[src/rtl/hpfc_pkg.sv]
// Package for the host pair frame classifier: verdict codes, configuration
// register indexes and frame offsets. No dependencies.
`default_nettype none

package hpfc_pkg;

    typedef enum logic [2:0] {
        V_PASS      = 3'd0,
        V_FORWARD   = 3'd1,
        V_SHORT     = 3'd2,
        V_NOT_OURS  = 3'd3,
        V_ARP_BLOCK = 3'd4
    } t_verdict;

    typedef enum logic [2:0] {
        CFG_OWN_MAC    = 3'd0,
        CFG_HOST_A_IP  = 3'd1,
        CFG_HOST_A_MAC = 3'd2,
        CFG_HOST_B_IP  = 3'd3,
        CFG_HOST_B_MAC = 3'd4
    } t_cfg_index;

    localparam int unsigned MAC_W   = 48;
    localparam int unsigned IP_W    = 32;
    localparam int unsigned CNT_W   = 6;
    localparam int unsigned LEN_W   = CNT_W + 1;

    localparam logic [15:0] TYPE_ARP  = 16'h0806;
    localparam logic [15:0] TYPE_IPV4 = 16'h0800;

    localparam logic [CNT_W-1:0] COUNT_MAX   = 6'd63;
    localparam logic [CNT_W-1:0] MAC_BYTES   = 6'd6;
    localparam logic [CNT_W-1:0] TYPE_HI_IDX = 6'd12;
    localparam logic [CNT_W-1:0] TYPE_LO_IDX = 6'd13;
    localparam logic [CNT_W-1:0] IP_SRC_LO   = 6'd26;
    localparam logic [CNT_W-1:0] IP_SRC_HI   = 6'd29;
    localparam logic [CNT_W-1:0] IP_DST_LO   = 6'd30;
    localparam logic [CNT_W-1:0] IP_DST_HI   = 6'd33;
    localparam logic [CNT_W-1:0] ARP_SPA_LO  = 6'd28;
    localparam logic [CNT_W-1:0] ARP_SPA_HI  = 6'd31;
    localparam logic [CNT_W-1:0] ARP_TPA_LO  = 6'd38;
    localparam logic [CNT_W-1:0] ARP_TPA_HI  = 6'd41;

    localparam logic [LEN_W-1:0] ETH_HDR_LEN  = 7'd14;
    localparam logic [LEN_W-1:0] ARP_MIN_LEN  = 7'd42;
    localparam logic [LEN_W-1:0] IPV4_MIN_LEN = 7'd34;

endpackage

`default_nettype wire

[src/rtl/host_pair_frame_classifier.sv]
// Host pair frame classifier top level: byte-wise frame parser and verdict.
// Depends on hpfc_pkg.
//
//  channel   direction  handshake              payload
//  in        sink       i_in_valid/o_in_stall  i_frame_byte, i_frame_last
//  out       source     o_out_valid/i_out_stall o_verdict, o_new_dest_mac, o_a_to_b
//  cfg       sink       i_cfg_wr_en            i_cfg_index, i_cfg_wdata
//
// Takes one frame byte per cycle while o_in_stall is low. A byte is held in the
// input register, then the parse state and (on the last byte) the result register
// are updated from it, and a verdict is registered when its last byte advances.
// Synchronous active-low reset clears configuration, parse state and valids.
// An output stall only blocks the input register when it holds a last byte;
// other bytes keep flowing while a verdict waits.
`default_nettype none

module host_pair_frame_classifier (
    input  wire logic        i_clk,
    input  wire logic        i_rst_n,
    input  wire logic        i_in_valid,
    output      logic        o_in_stall,
    input  wire logic [7:0]  i_frame_byte,
    input  wire logic        i_frame_last,
    output      logic        o_out_valid,
    input  wire logic        i_out_stall,
    output      logic [2:0]  o_verdict,
    output      logic [47:0] o_new_dest_mac,
    output      logic        o_a_to_b,
    input  wire logic        i_cfg_wr_en,
    input  wire logic [2:0]  i_cfg_index,
    input  wire logic [47:0] i_cfg_wdata
);

    // Configuration registers
    logic [hpfc_pkg::MAC_W-1:0] r_own_mac;
    logic [hpfc_pkg::IP_W-1:0]  r_host_a_ip;
    logic [hpfc_pkg::MAC_W-1:0] r_host_a_mac;
    logic [hpfc_pkg::IP_W-1:0]  r_host_b_ip;
    logic [hpfc_pkg::MAC_W-1:0] r_host_b_mac;

    // Input register
    logic       r_in_valid;
    logic [7:0] r_in_byte;
    logic       r_in_last;

    // Parse state and its updated value for the byte in the input register
    logic [hpfc_pkg::CNT_W-1:0] r_byte_count, n_byte_count;
    logic                       r_dest_match, n_dest_match;
    logic [15:0]                r_frame_type, n_frame_type;
    logic [hpfc_pkg::IP_W-1:0]  r_addr_from,  n_addr_from;
    logic [hpfc_pkg::IP_W-1:0]  r_addr_to,    n_addr_to;

    // Result register
    logic                       r_out_valid;
    hpfc_pkg::t_verdict         r_verdict,  n_verdict;
    logic [hpfc_pkg::MAC_W-1:0] r_new_mac,  n_new_mac;
    logic                       r_a_to_b,   n_a_to_b;

    logic                       out_free;
    logic                       adv;
    logic                       in_take;
    logic [7:0]                 want_byte;
    logic [hpfc_pkg::LEN_W-1:0] len;
    logic                       match_ab;
    logic                       match_ba;

    // Handshake: a last byte may advance only when the result slot is free
    assign out_free   = !r_out_valid || !i_out_stall;
    assign adv        = r_in_valid && (!r_in_last || out_free);
    assign o_in_stall = r_in_valid && !adv;
    assign in_take    = i_in_valid && !o_in_stall;

    // Own MAC byte expected at this index, first wire byte in the top byte
    always_comb begin
        case (r_byte_count[2:0])
            3'd0:    want_byte = r_own_mac[47:40];
            3'd1:    want_byte = r_own_mac[39:32];
            3'd2:    want_byte = r_own_mac[31:24];
            3'd3:    want_byte = r_own_mac[23:16];
            3'd4:    want_byte = r_own_mac[15:8];
            default: want_byte = r_own_mac[7:0];
        endcase
    end

    // Field capture for the byte in the input register
    always_comb begin
        n_dest_match = r_dest_match;
        n_frame_type = r_frame_type;
        n_addr_from  = r_addr_from;
        n_addr_to    = r_addr_to;
        if (r_byte_count < hpfc_pkg::MAC_BYTES) begin
            if (want_byte != r_in_byte) begin
                n_dest_match = 1'b0;
            end
        end else if (r_byte_count == hpfc_pkg::TYPE_HI_IDX) begin
            n_frame_type = {r_in_byte, 8'h00};
        end else if (r_byte_count == hpfc_pkg::TYPE_LO_IDX) begin
            n_frame_type = {r_frame_type[15:8], r_in_byte};
        end else if (r_frame_type == hpfc_pkg::TYPE_IPV4) begin
            if (r_byte_count >= hpfc_pkg::IP_SRC_LO && r_byte_count <= hpfc_pkg::IP_SRC_HI) begin
                n_addr_from = {r_addr_from[23:0], r_in_byte};
            end else if (r_byte_count >= hpfc_pkg::IP_DST_LO
                         && r_byte_count <= hpfc_pkg::IP_DST_HI) begin
                n_addr_to = {r_addr_to[23:0], r_in_byte};
            end
        end else if (r_frame_type == hpfc_pkg::TYPE_ARP) begin
            if (r_byte_count >= hpfc_pkg::ARP_SPA_LO
                && r_byte_count <= hpfc_pkg::ARP_SPA_HI) begin
                n_addr_from = {r_addr_from[23:0], r_in_byte};
            end else if (r_byte_count >= hpfc_pkg::ARP_TPA_LO
                         && r_byte_count <= hpfc_pkg::ARP_TPA_HI) begin
                n_addr_to = {r_addr_to[23:0], r_in_byte};
            end
        end
    end

    // Saturate the byte index so long frames stay classified
    assign n_byte_count = (r_byte_count < hpfc_pkg::COUNT_MAX)
                        ? r_byte_count + 6'd1 : r_byte_count;

    // Verdict from the state including the last byte
    assign len      = {1'b0, r_byte_count} + 7'd1;
    assign match_ab = (n_addr_from == r_host_a_ip) && (n_addr_to == r_host_b_ip);
    assign match_ba = (n_addr_from == r_host_b_ip) && (n_addr_to == r_host_a_ip);

    always_comb begin
        n_verdict = hpfc_pkg::V_PASS;
        n_new_mac = '0;
        n_a_to_b  = 1'b0;
        if (len < hpfc_pkg::ETH_HDR_LEN) begin
            n_verdict = hpfc_pkg::V_SHORT;
        end else if (!n_dest_match) begin
            n_verdict = hpfc_pkg::V_NOT_OURS;
        end else if (n_frame_type == hpfc_pkg::TYPE_ARP) begin
            if (len < hpfc_pkg::ARP_MIN_LEN) begin
                n_verdict = hpfc_pkg::V_SHORT;
            end else if (match_ab || match_ba) begin
                n_verdict = hpfc_pkg::V_ARP_BLOCK;
            end
        end else if (n_frame_type == hpfc_pkg::TYPE_IPV4) begin
            if (len < hpfc_pkg::IPV4_MIN_LEN) begin
                n_verdict = hpfc_pkg::V_SHORT;
            end else if (match_ab) begin
                // Shared IP for A and B counts as A to B
                n_verdict = hpfc_pkg::V_FORWARD;
                n_new_mac = r_host_b_mac;
                n_a_to_b  = 1'b1;
            end else if (match_ba) begin
                n_verdict = hpfc_pkg::V_FORWARD;
                n_new_mac = r_host_a_mac;
            end
        end
    end

    // Configuration writes; unknown indexes are dropped
    always_ff @(posedge i_clk) begin
        if (!i_rst_n) begin
            r_own_mac    <= '0;
            r_host_a_ip  <= '0;
            r_host_a_mac <= '0;
            r_host_b_ip  <= '0;
            r_host_b_mac <= '0;
        end else if (i_cfg_wr_en) begin
            unique case (i_cfg_index)
                hpfc_pkg::CFG_OWN_MAC:    r_own_mac    <= i_cfg_wdata;
                hpfc_pkg::CFG_HOST_A_IP:  r_host_a_ip  <= i_cfg_wdata[31:0];
                hpfc_pkg::CFG_HOST_A_MAC: r_host_a_mac <= i_cfg_wdata;
                hpfc_pkg::CFG_HOST_B_IP:  r_host_b_ip  <= i_cfg_wdata[31:0];
                hpfc_pkg::CFG_HOST_B_MAC: r_host_b_mac <= i_cfg_wdata;
                default: ;
            endcase
        end
    end

    // Input register: load on accept, empty when its byte advances
    always_ff @(posedge i_clk) begin
        if (!i_rst_n) begin
            r_in_valid <= 1'b0;
        end else if (in_take) begin
            r_in_valid <= 1'b1;
        end else if (adv) begin
            r_in_valid <= 1'b0;
        end
    end

    always_ff @(posedge i_clk) begin
        if (in_take) begin
            r_in_byte <= i_frame_byte;
            r_in_last <= i_frame_last;
        end
    end

    // Parse state: advance per byte, clear after the last byte
    always_ff @(posedge i_clk) begin
        if (!i_rst_n || (adv && r_in_last)) begin
            r_byte_count <= '0;
            r_dest_match <= 1'b1;
            r_frame_type <= '0;
            r_addr_from  <= '0;
            r_addr_to    <= '0;
        end else if (adv) begin
            r_byte_count <= n_byte_count;
            r_dest_match <= n_dest_match;
            r_frame_type <= n_frame_type;
            r_addr_from  <= n_addr_from;
            r_addr_to    <= n_addr_to;
        end
    end

    // Result register: hold while stalled
    always_ff @(posedge i_clk) begin
        if (!i_rst_n) begin
            r_out_valid <= 1'b0;
        end else if (adv && r_in_last) begin
            r_out_valid <= 1'b1;
        end else if (!i_out_stall) begin
            r_out_valid <= 1'b0;
        end
    end

    always_ff @(posedge i_clk) begin
        if (adv && r_in_last) begin
            r_verdict <= n_verdict;
            r_new_mac <= n_new_mac;
            r_a_to_b  <= n_a_to_b;
        end
    end

    assign o_out_valid    = r_out_valid;
    assign o_verdict      = r_verdict;
    assign o_new_dest_mac = r_new_mac;
    assign o_a_to_b       = r_a_to_b;

`ifndef ASSERT_OFF
    // A result appears only from a last byte leaving the input register
    a_result_from_last: assert property (@(posedge i_clk) disable iff (!i_rst_n)
        $rose(r_out_valid) |-> $past(r_in_valid && r_in_last))
        else $error("result without a last byte");

    // Parse state is back at its start after a frame ends
    a_count_cleared: assert property (@(posedge i_clk) disable iff (!i_rst_n)
        (adv && r_in_last) |=> (r_byte_count == '0 && r_dest_match))
        else $error("parse state not cleared after frame");

    // Only a forward verdict carries a MAC or a direction
    a_no_mac_unless_fwd: assert property (@(posedge i_clk) disable iff (!i_rst_n)
        (r_out_valid && r_verdict != hpfc_pkg::V_FORWARD)
            |-> (r_new_mac == '0 && !r_a_to_b))
        else $error("MAC or direction on a non-forward verdict");

    // A to B forwarding always targets host B
    a_fwd_ab_mac: assert property (@(posedge i_clk) disable iff (!i_rst_n)
        (r_out_valid && r_verdict == hpfc_pkg::V_FORWARD && r_a_to_b)
            |-> (r_new_mac == r_host_b_mac))
        else $error("A to B forward with wrong MAC");
`endif

endmodule

`default_nettype wire

[config.mk]
export PLATFORM = sky130hd
export DESIGN_NAME = host_pair_frame_classifier
export DESIGN_NICKNAME = d
export VERILOG_FILES = /design/src/rtl/hpfc_pkg.sv /design/src/rtl/host_pair_frame_classifier.sv
export SDC_FILE = /design/constraint.sdc
export NUM_CORES = 1
export LEC_CHECK = 0
export BUFFER_PORTS_ARGS = -buffer_cell sky130_fd_sc_hd__buf_2
export CAP_MARGIN = 40
export CELL_PAD_IN_SITES_DETAIL_PLACEMENT = 1
export CELL_PAD_IN_SITES_GLOBAL_PLACEMENT = 2
export CORE_ASPECT_RATIO = 1.5
export CORE_UTILIZATION = 33
export DETAILED_ROUTE_END_ITERATION = 10
export PLACE_DENSITY = 0.86
export SYNTH_ARGS = -nofsm -noshare
export SYNTH_HDL_FRONTEND = slang
export SYNTH_SLANG_ARGS = --single-unit
[constraint.sdc]
create_clock -name i_clk -period 3.7 [get_ports i_clk]
set_clock_uncertainty 0.05 [all_clocks]
set_input_delay 0.185 -clock i_clk [delete_from_list [all_inputs] [get_ports i_clk]]
set_output_delay 0.185 -clock i_clk [all_outputs]
set_load 0.03 [all_outputs]
---- Yosys cells after proc, flatten, opt, wreduce, memory -nomap -nowiden ----
Index checks and enable logic that the tools add are counted.
cells by class
  equality and inequality tests ........... 20
  mux-type cells .......................... 37
  magnitude comparators ................... 13
  reduce and logical (&&, ||, !) cells .... 31
  bitwise logic cells ..................... 2
  $add $sub $neg .......................... 2
operator list
  operator                                                           count
  2-to-1 mux 32 bit                                                  16
  == test 32 bit                                                     4
  2-to-1 mux 48 bit                                                  2
  == test 16 x 12 -> 1 bit, second input constant                    4
  one-hot mux 8 bit (5 select lines)                                 1
  2-to-1 mux 16 bit                                                  2
  greater-or-equal comparator 6 x 5 -> 1 bit, second input constant  3
  < comparator 7 x 6 -> 1 bit, second input constant                 2
  == test 3 x 2 -> 1 bit, second input constant                      4
  == test 6 x 4 -> 1 bit, second input constant                      2
  less-or-equal comparator 6 x 5 -> 1 bit, second input constant     2
  less-or-equal comparator 6 bit, second input constant              2
  AND reduction 2 bit                                                6
  logical AND 1 bit                                                  10
  2-to-1 mux 1 bit                                                   10
  2-to-1 mux 3 bit                                                   3
  2-to-1 mux 8 bit                                                   1
  inequality test 8 bit                                              1
  adder 6 x 1 -> 7 bit, second input constant                        1
  < comparator 7 x 4 -> 1 bit, second input constant                 1
  adder 6 x 1 -> 6 bit, second input constant                        1
  == test 3 x 1 -> 1 bit, second input constant                      2
  == test 3 bit, second input constant                               2
  greater-or-equal comparator 6 bit, second input constant           1
  other kinds (11)                                                   22
storage, ports and cells
  flip-flop bits (word level) ............. 358
  output and inout port bits .............. 54
  word-level logic and storage cells ...... 123
  bits of input ports ..................... 65

---- Longest topological paths before layout ----
Gate-level depths: netlist (run 1).
  depth after elaboration ................. 17
  depth in mapped cells ................... 16
  mapped depth without buffers ............ 11

---- Worst setup path before layout (run 1) ----
Ideal clock, no wire load.
  kind .................................... reg2reg
  start ................................... reg r_byte_count[1] in the netlist's numbering
  end ..................................... reg r_new_mac (netlist bit o_new_dest_mac[10]) (data pin)
  cell stages (with the launch flop) ...... 15
  path slack .............................. -0.059 ns
  arrival time ............................ 3.444 ns
  setup time .............................. 0.265 ns
  clock period less this slack ............ 3.759 ns
  required time ........................... 3.385 ns
  buffers on the path ..................... 3
  cell sequence ........................... dfxtp_1 -> inv_1 -> ha_1 -> nor2_1 -> a2111oi_4 -> o2111a_1 -> buf_1 -> mux2i_1 -> nand4_1 -> nor4_1 -> nand4_1 -> or3_1 -> clkbuf_1 -> buf_2 -> mux2i_1
between the ends
  word-level cells in the longest chain between the ends .. 13
  elaborated cells between the ends (all ways) .. 59
  those cells by class .................... add/sub: 1; order compare: 11; eq/ne: 13; mux: 24; bitwise: 2; reduce/logical: 8
ends and longest elaborated chain
  item                                                                                 RTL line                                                              RTL
  start: declaration                                                                   host_pair_frame_classifier.sv:47                                      logic [hpfc_pkg::CNT_W-1:0] r_byte_count, n_byte_count;
  start signal: assignment                                                             host_pair_frame_classifier.sv:202                                     r_byte_count <= n_byte_count;
  greater-or-equal comparator 6 bit or less-or-equal comparator 6 bit (tied branches)  host_pair_frame_classifier.sv:110, host_pair_frame_classifier.sv:111
  logical AND 1 bit                                                                    host_pair_frame_classifier.sv:111                                     && r_byte_count <= hpfc_pkg::ARP_TPA_HI) begin
  2-to-1 mux 32 bit                                                                    host_pair_frame_classifier.sv:110                                     end else if (r_byte_count >= hpfc_pkg::ARP_TPA_LO
  2-to-1 mux 32 bit                                                                    host_pair_frame_classifier.sv:107                                     if (r_byte_count >= hpfc_pkg::ARP_SPA_LO
  2-to-1 mux 32 bit                                                                    host_pair_frame_classifier.sv:106                                     end else if (r_frame_type == hpfc_pkg::TYPE_ARP) begin
  2-to-1 mux 32 bit                                                                    host_pair_frame_classifier.sv:99                                      end else if (r_frame_type == hpfc_pkg::TYPE_IPV4) begin
  2-to-1 mux 32 bit                                                                    host_pair_frame_classifier.sv:97                                      end else if (r_byte_count == hpfc_pkg::TYPE_LO_IDX) begin
  2-to-1 mux 32 bit                                                                    host_pair_frame_classifier.sv:95                                      end else if (r_byte_count == hpfc_pkg::TYPE_HI_IDX) begin
  2-to-1 mux 32 bit                                                                    host_pair_frame_classifier.sv:91                                      if (r_byte_count < hpfc_pkg::MAC_BYTES) begin
  == test 32 bit                                                                       host_pair_frame_classifier.sv:124                                     assign match_ba = (n_addr_from == r_host_b_ip) && (n_addr_to == r_host_a_ip);
  logical AND 1 bit                                                                    host_pair_frame_classifier.sv:124
  2-to-1 mux 48 bit                                                                    host_pair_frame_classifier.sv:148                                     end else if (match_ba) begin
  2-to-1 mux 48 bit                                                                    host_pair_frame_classifier.sv:143                                     end else if (match_ab) begin
  end signal: assignment                                                               host_pair_frame_classifier.sv:224                                     r_new_mac <= n_new_mac;
  end: declaration                                                                     host_pair_frame_classifier.sv:56                                      logic [hpfc_pkg::MAC_W-1:0] r_new_mac, n_new_mac;
Several ways; a longest one is shown, not always the timed one.
A chain may end at the register's enable or synchronous reset.

---- Worst setup path after layout (run 1) ----
  start ................................... reg r_byte_count[0] in the netlist's numbering
  end ..................................... reg r_new_mac (netlist bit o_new_dest_mac[2]) (data pin)
between the ends
  elaborated cells between the ends (all ways) .. 59
  those cells by class .................... add/sub: 1; order compare: 11; eq/ne: 13; mux: 24; bitwise: 2; reduce/logical: 8
RTL lines
  item                                                                        RTL line                                                              RTL
  adder 6 x 1 -> 7 bit (*)                                                    host_pair_frame_classifier.sv:122                                     assign len = {1'b0, r_byte_count} + 7'd1;
  via len, one bit                                                            host_pair_frame_classifier.sv:63                                      logic [hpfc_pkg::LEN_W-1:0] len;
  < comparator 7 x 4 -> 1 bit or < comparator 7 x 6 -> 1 bit (tied branches)  host_pair_frame_classifier.sv:130, host_pair_frame_classifier.sv:141
  OR reduction 5 bit (no source line) (*)                                     -
Mark *: on every way through the listed nets, which the timed path passes. The rest lies on a longest branch.

==> impl_results.md, run 1 <==
* Status: finished, violations left
* Failing checks: negative setup slack
* Placed cells at 3374
* Share of layout cells above drive strength 1 at 22.0%
* Boundary pin count at 119
* Slowest-stage cell, CP: or3_4
* HP Class: input pin to flop
* Net count after synthesis at 2454
* Post-detailed-routing wire length at 109000 um
* Worst-path clk slew at 0.07 ns
* Area of the multi-input gates at 10500 sq um
* Ys async rst share at 0%
* Post-synthesis cell count at 2384
* RSZ-0062 raised after global routing: true
* Mapped Area at 19000 sq um
* Ys Warns at 0
* Endpoint class of the critical path: flop
* HPWL Detailed at 80500 um
* Final setup TNS at -7.48 ns
* Port buffer count at 118
* Primary FF master, synth: dfxtp_1
* Final Net Count at 2826
* Post-synth EDFFs at 61
* Register area at 7780 sq um
* First-pass GRT wire length at 152000 um
* Non-filler cells, final at 3550
* Synthesis-stage register bit count at 358
* Fin. Hold Viols at 0
* Most frequent cells in the layout: nand2_1, buf_4, dfxtp_1, a21boi_0, buf_2
* GRT Overall Usage at 36.9%
* Die Wd at 198 um
* R2R depth at 16
* CP top delay family: compound AO/OA/AOI/OAI gates
* CORE AREA at 56900 sq um
* CTS max path bufs at 3
* Critical path fanouts, max at 12
* Worst path cell trace: inv_4, ha_4, buf_4, o21bai_4, o32a_4, o32a_1, buf_6, buf_6, nor3_4, a21oi_4, a2111oi_4, nand4_1, or3_4, buf_12, clkbuf_16, mux2i_1
* Worst setup margin at -0.215 ns
* Die H at 296 um
* CTS tree: built
* Final setup violation count at 49
* Critical path class: flop to flop
* CTS Buf Count at 39
* Max-cap violation count at 0
* Worst slew pin tran at 0.917 ns
* Leakage at 9.70 nW
* Worst flop-to-flop path startpoint: r_byte_count[0]
* Maximum clock frequency at 255 MHz
* Slack of the worst reg-to-reg path at -0.22 ns
* Largest net degree at the start of global routing at 110
* Initial antenna violation count at 1
* Vias at 20.4k
* Wire per inst at 30.8 um
* CP startpoint: r_byte_count[0]
* Peak VDD IR at 0.446 mV
* DR iter-0 viols at 1384
* Initial core utilization at 33.4%
* Fillers at 6732
* Worst EP arrival at 4.21 ns
* Overflow after GRT at 0
* Final Slew Violations at 0
* H-tree lvl count at 2
* Post-route ant nets at 0
* CP bufs+invs at 6
* Vias in the first global route at 21.4k
* DRC at 0
* Power Dens Cells at 388 nW/um^2
* Crit path capture: o_new_dest_mac[2]
* Sequential share of the synthesized area at 40.9%
* Reg2reg end: o_new_dest_mac[2]
* Startpoint types: flop
* Critical path's largest stage delay at 0.49 ns
* DR vias/cell at 5.73
* Root buffer cell: clkbuf_16
* Tcrit/Tclk final at 106%
* Cell mode on critical path: buf_6
* Worst skew pair latency at 0.61 ns
* Gpl congestion at 1.04
* Max_slew headroom at 38.2%
* Post-synthesis cell type count at 84
* Area Growth Syn to Fin at 33.1%
* # rows at 107
* Clk sink count at 358
* Worst EP required at 3.99 ns
* Commonest non-fill, non-tap cell in the layout: nand2_1
* Die area at 58500 sq um
* Final Critical Period at 3.92 ns
* Crit. path cell count at 16
* Average cell area after synthesis at 7.97 sq um
* TritonRoute pass-1 iters at 5
sequential cells by signal, indices dropped and copies added, names as in the netlist:
signal / cells
r_in_valid: 1
r_own_mac: 48
r_dest_match: 1
r_in_last: 1
r_host_b_ip: 32
r_byte_count: 6
o_out_valid: 1
o_new_dest_mac: 48
r_host_a_mac: 48
r_host_a_ip: 32
r_addr_from: 32
r_host_b_mac: 48
r_in_byte: 8
r_addr_to: 32
o_verdict: 3
o_a_to_b: 1
r_frame_type: 16
repair_timing:
action	4_1_cts	5_1_grt
setup endpoints to repair	51	51
buffers inserted	21	10
gates cloned	9	3
endpoints found under the hold margin	218	0
hold buffers	61	0
gates resized for setup	83	24
pin swaps	26	22
final cells by class:
class / count / area share, %
sequential: 358 / 30.8
clock inverter: 19 / 0.945
antenna: 1 / 0.00990
tap: 763 / 3.78
inverter: 86 / 1.30
clock buffer: 52 / 4.33
multi-input combinational: 1732 / 41.3
timing repair buffer: 539 / 17.5
report_power, final:
part           internal (W)  switching (W)
clock               0.00234        0.00188
combinational      0.000603       0.000880
sequential          0.00403      0.0000755
cell usage after synthesis, types with 22 or more instances:
library cell,number,area share (%)
o22ai_1,33,1.1
nand3_1,25,0.66
xor2_1,55,2.5
nor3_1,34,0.90
edfxtp_1,61,9.6
o21ai_0,44,1.2
nand2_1,675,13
mux2i_1,76,4.0
a21boi_0,211,8.3
buf_2,22,0.58
nor2_1,58,1.1
xnor2_1,39,1.8
nor2b_1,22,0.72
inv_1,85,1.7
a21oi_1,109,2.9
dfxtp_1,297,31
clkbuf_1,173,3.4
nor4_1,31,1.0
nand4_1,72,2.4
nand2b_1,23,0.76
cells by family (layout without fill, tap and decap cells):
kind of cell / after synthesis / in the layout / share of synthesized area (%)
flops: 358 / 358 / 40.9
xor+xnor: 94 / 94 / 4.33
buf+inv: 294 / 696 / 6.02
other cells: 0 / 1 / 0
compound gates: 559 / 559 / 21.1
simple gates: 996 / 996 / 23.2
mux: 78 / 78 / 4.12
fa+ha+maj: 5 / 5 / 0.329
worst register-to-register path, delay by kind of cell (launching register included):
family	cells	cell delay (ns)
flops	1	0.37
simple gates	3	0.93
buf+inv	6	0.87
fa+ha+maj	1	0.14
compound gates	5	1.19
mux	1	0.13
worst min path at each step:
stage / startpoint / endpoint / slack [ns] / cells past startpoint
2_1_floorplan: i_frame_byte[0] / r_in_byte[0] / 0.23 / 0
3_3_place_gp: i_frame_byte[4] / r_in_byte[4] / 0.31 / 1
3_5_place_dp: i_frame_byte[4] / r_in_byte[4] / 0.31 / 1
4_1_cts: i_cfg_index[0] / r_host_a_mac[11] / 0.01 / 4
5_1_grt: i_cfg_index[0] / r_host_a_mac[11] / 0.04 / 4
6_report: i_cfg_index[0] / r_host_a_mac[11] / 0.02 / 4
through the flow:
step / instance area (sq um) / power [W] / utilization (%) / hold slack [ns] / setup WS [ns]
final: 25300 / 0.00980 / 44.4 / 0.0236 / -0.215
after global routing: 25300 / 0.0100 / 44.4 / 0.0388 / -0.271
after CTS: 25000 / 0.00977 / 44.0 / 0.0100 / -0.0769
after detailed placement: 22300 / 0.00529 / 39.2 / 0.315 / -0.521
after global placement: 22300 / 0.00528 / 39.2 / 0.311 / -0.477
after floorplan: 19000 / 0.00471 / - / 0.234 / 0.0930
per-layer routing:
metal / global-route usage (%) / part of all wire (%)
met5: 0 / 0.012
met4: 32.8 / 10
met3: 6.12 / 5.0
met2: 66.2 / 50
met1: 36.5 / 34
Power figures use the tool's default switching activity.
==> run 2, diff against run 1 <==
--- a/config.mk
+++ b/config.mk
@@ -10,6 +10,7 @@
 export CELL_PAD_IN_SITES_DETAIL_PLACEMENT = 1
 export CELL_PAD_IN_SITES_GLOBAL_PLACEMENT = 2
 export CORE_ASPECT_RATIO = 1.5
+export CORE_MARGIN = 4
 export CORE_UTILIZATION = 33
 export DETAILED_ROUTE_END_ITERATION = 10
 export PLACE_DENSITY = 0.86
==> run 2 against run 1 <==
The flow still finishes with violations (negative setup slack). First-iteration DRC count grew 16%. Routed wire length grew 0.61%. Clock power shrank 5.0%. Count of clock-buffer cells in the layout shrank 1. Final area shrank 0.24%. Worst hold slack gained 0.20 ns. Die area grew 5.1%.
==> impl_results.md, run 2 (synthesized netlist as in run 1, its figures left out) <==
* Leakage at 9.61 nW (-0.90%)
* Largest net degree at the start of global routing at 80 (-27%)
* RSZ-0062 raised after global routing: true
* Worst setup margin at -0.143 ns (+0.0727 ns)
* DR iter-0 viols at 1608 (+16%)
* Startpoint types: flop
* Critical path class: flop to flop
* Final setup violation count at 50 (+2.0%)
* Max_slew headroom at 40.1% (+1.9 points)
* Worst skew pair latency at 0.60 ns (about the same)
* Tcrit/Tclk final at 104% (-2.0 points)
* N_diodes at 0 (-1)
* Boundary pin count at 119 (unchanged)
* Status: finished, violations left
* DR vias/cell at 5.76 (+0.47%)
* Initial core utilization at 33.4% (unchanged)
* Die Wd at 204 um (+3.0%)
* Port buffer count at 118 (unchanged)
* Die H at 302 um (+2.0%)
* Worst EP required at 4.05 ns (+0.06 ns)
* GRT Overall Usage at 34.0% (-2.9 points)
* Initial antenna violation count at 2 (+1)
* Max-cap violation count at 0 (unchanged)
* Final Critical Period at 3.84 ns (-0.0727 ns)
* CORE AREA at 56900 sq um (unchanged)
* Die area at 61500 sq um (+5.1%)
* Share of layout cells above drive strength 1 at 21.9% (-0.19 points)
* Vias at 20.3k (-0.18%)
* Power Dens Cells at 380 nW/um^2 (-1.9%)
* Vias in the first global route at 21.4k (+0.16%)
* Root buffer cell: clkbuf_16
* DP Area at 22200 sq um (-0.36%)
* H-tree lvl count at 2 (unchanged)
* Commonest non-fill, non-tap cell in the layout: nand2_1
* Fin. Hold Viols at 0 (unchanged)
* CTS max path bufs at 3 (unchanged)
* # rows at 107 (unchanged)
* Wire per inst at 31.2 um (+1.3%)
* Gpl congestion at 1.08 (+3.6%)
* Endpoint class of the critical path: flop
* Failing checks: negative setup slack
* Overflow after GRT at 0 (unchanged)
* Area Growth Syn to Fin at 32.8%
* First-pass GRT wire length at 152000 um (about the same)
* Most frequent cells in the layout: nand2_1, dfxtp_1, buf_4, a21boi_0, buf_2
* Total power at 0.00959 W (-2.2%)
* Clk sink count at 358 (unchanged)
* DRC at 0 (unchanged)
* HP Class: input pin to flop
* Final Slew Violations at 0 (unchanged)
* Post-route ant nets at 0 (unchanged)
* TritonRoute pass-1 iters at 5 (unchanged)
* HPWL Detailed at 81300 um (+0.99%)
* Post-detailed-routing wire length at 110000 um (+0.61%)
* Final Net Count at 2806 (-0.71%)
* Post-route cell area at 25200 sq um (-0.24%)
* Worst EP arrival at 4.19 ns (-0.02 ns)
* Critical path fanouts, max at 8 (-4)
* Fillers at 6713 (-0.28%)
* Worst-path clk slew at 0.06 ns (about the same)
* Final setup TNS at -4.09 ns (+3.40 ns)
* Peak VDD IR at 0.482 mV (+8.1%)
* CTS Buf Count at 39 (unchanged)
* Worst slew pin tran at 0.895 ns (-0.0217 ns)
* Maximum clock frequency at 260 MHz (+1.9%)
* CTS tree: built
-- run 2: cell types whose count changed in the layout (fill, tap and decap cells not counted), sizes merged --
cell | before | now
clkinv | 10 | 12
diode | 1 | 0
clkinvlp | 2 | 0
inv | 90 | 91
clkbuf | 55 | 56
bufinv | 3 | 1
buf | 474 | 454
dlygate4sd3 | 61 | 60
bufbuf | 1 | 0
-- run 2: metal layers --
metal	vias up	share of wire, %	global-route usage, %
met2	755	50	61.7
met5	-	0	0
met1	10200	35	35.2
met4	0	10	26.2
met3	401	4.2	4.56
li1	8958	-	-
-- run 2: power breakdown --
group,switching (W),internal (W),total (W)
combinational,0.000880,0.000589,0.00147
sequential,0.0000784,0.00403,0.00410
clock,0.00179,0.00222,0.00401
total,0.00275,0.00684,0.00959
-- run 2: cell type report --
| class | count | area (sq um) | share of cell area [%] |
|---|---|---|---|
| clock inverter | 18 | 180 | 0.714 |
| sequential | 358 | 7790 | 30.9 |
| clock buffer | 51 | 1110 | 4.40 |
| inverter | 86 | 328 | 1.30 |
| timing repair buffer | 519 | 4320 | 17.1 |
| multi-input combinational | 1732 | 10500 | 41.8 |
| tap | 763 | 955 | 3.78 |
-- run 2: per-stage QoR --
step	std cells	worst slack (ns)	hold WS, ns	utilization [%]
floorplan	2384	0.0930	0.234	-
global placement	3354	-0.441	0.311	39.0
detailed placement	3358	-0.640	0.313	39.0
CTS	3517	-0.0605	0.204	43.7
global route	3527	-0.253	0.246	44.3
finish	3527	-0.143	0.221	44.3
-- run 2: critical path: stages, from the launching register on --
cell       delay (ns)
dfxtp_2          0.34
buf_6            0.12
or3b_1           0.40
o32a_4           0.24
o32a_4           0.41
buf_4            0.18
nor3_1           0.21
a21oi_2          0.09
a2111oi_4        0.34
nand4_1          0.21
or3_4            0.59
buf_6            0.20
a2111oi_4        0.27
-- run 2: repair_timing --
action | CTS | global route
cloned | 8 | 7
endpoints found under the setup margin | 51 | 51
gates resized for setup | 85 | 38
hold buffers | 60 | 0
endpoints found under the hold margin | 217 | 0
setup buffers | 24 | 3
pin swaps | 20 | 14
-- run 2: path summary, 6_finish.rpt --
check	from	endpoint	slack, ns	cells past startpoint
hold / removal	i_cfg_index[1]	r_host_a_ip[27]	0.22	5
setup reg to reg	r_byte_count[4]	o_verdict[2]	-0.14	12
setup / recovery	r_byte_count[4]	o_verdict[2]	-0.14	12
hold reg to reg	r_frame_type[14]	r_frame_type[14]	0.41	2
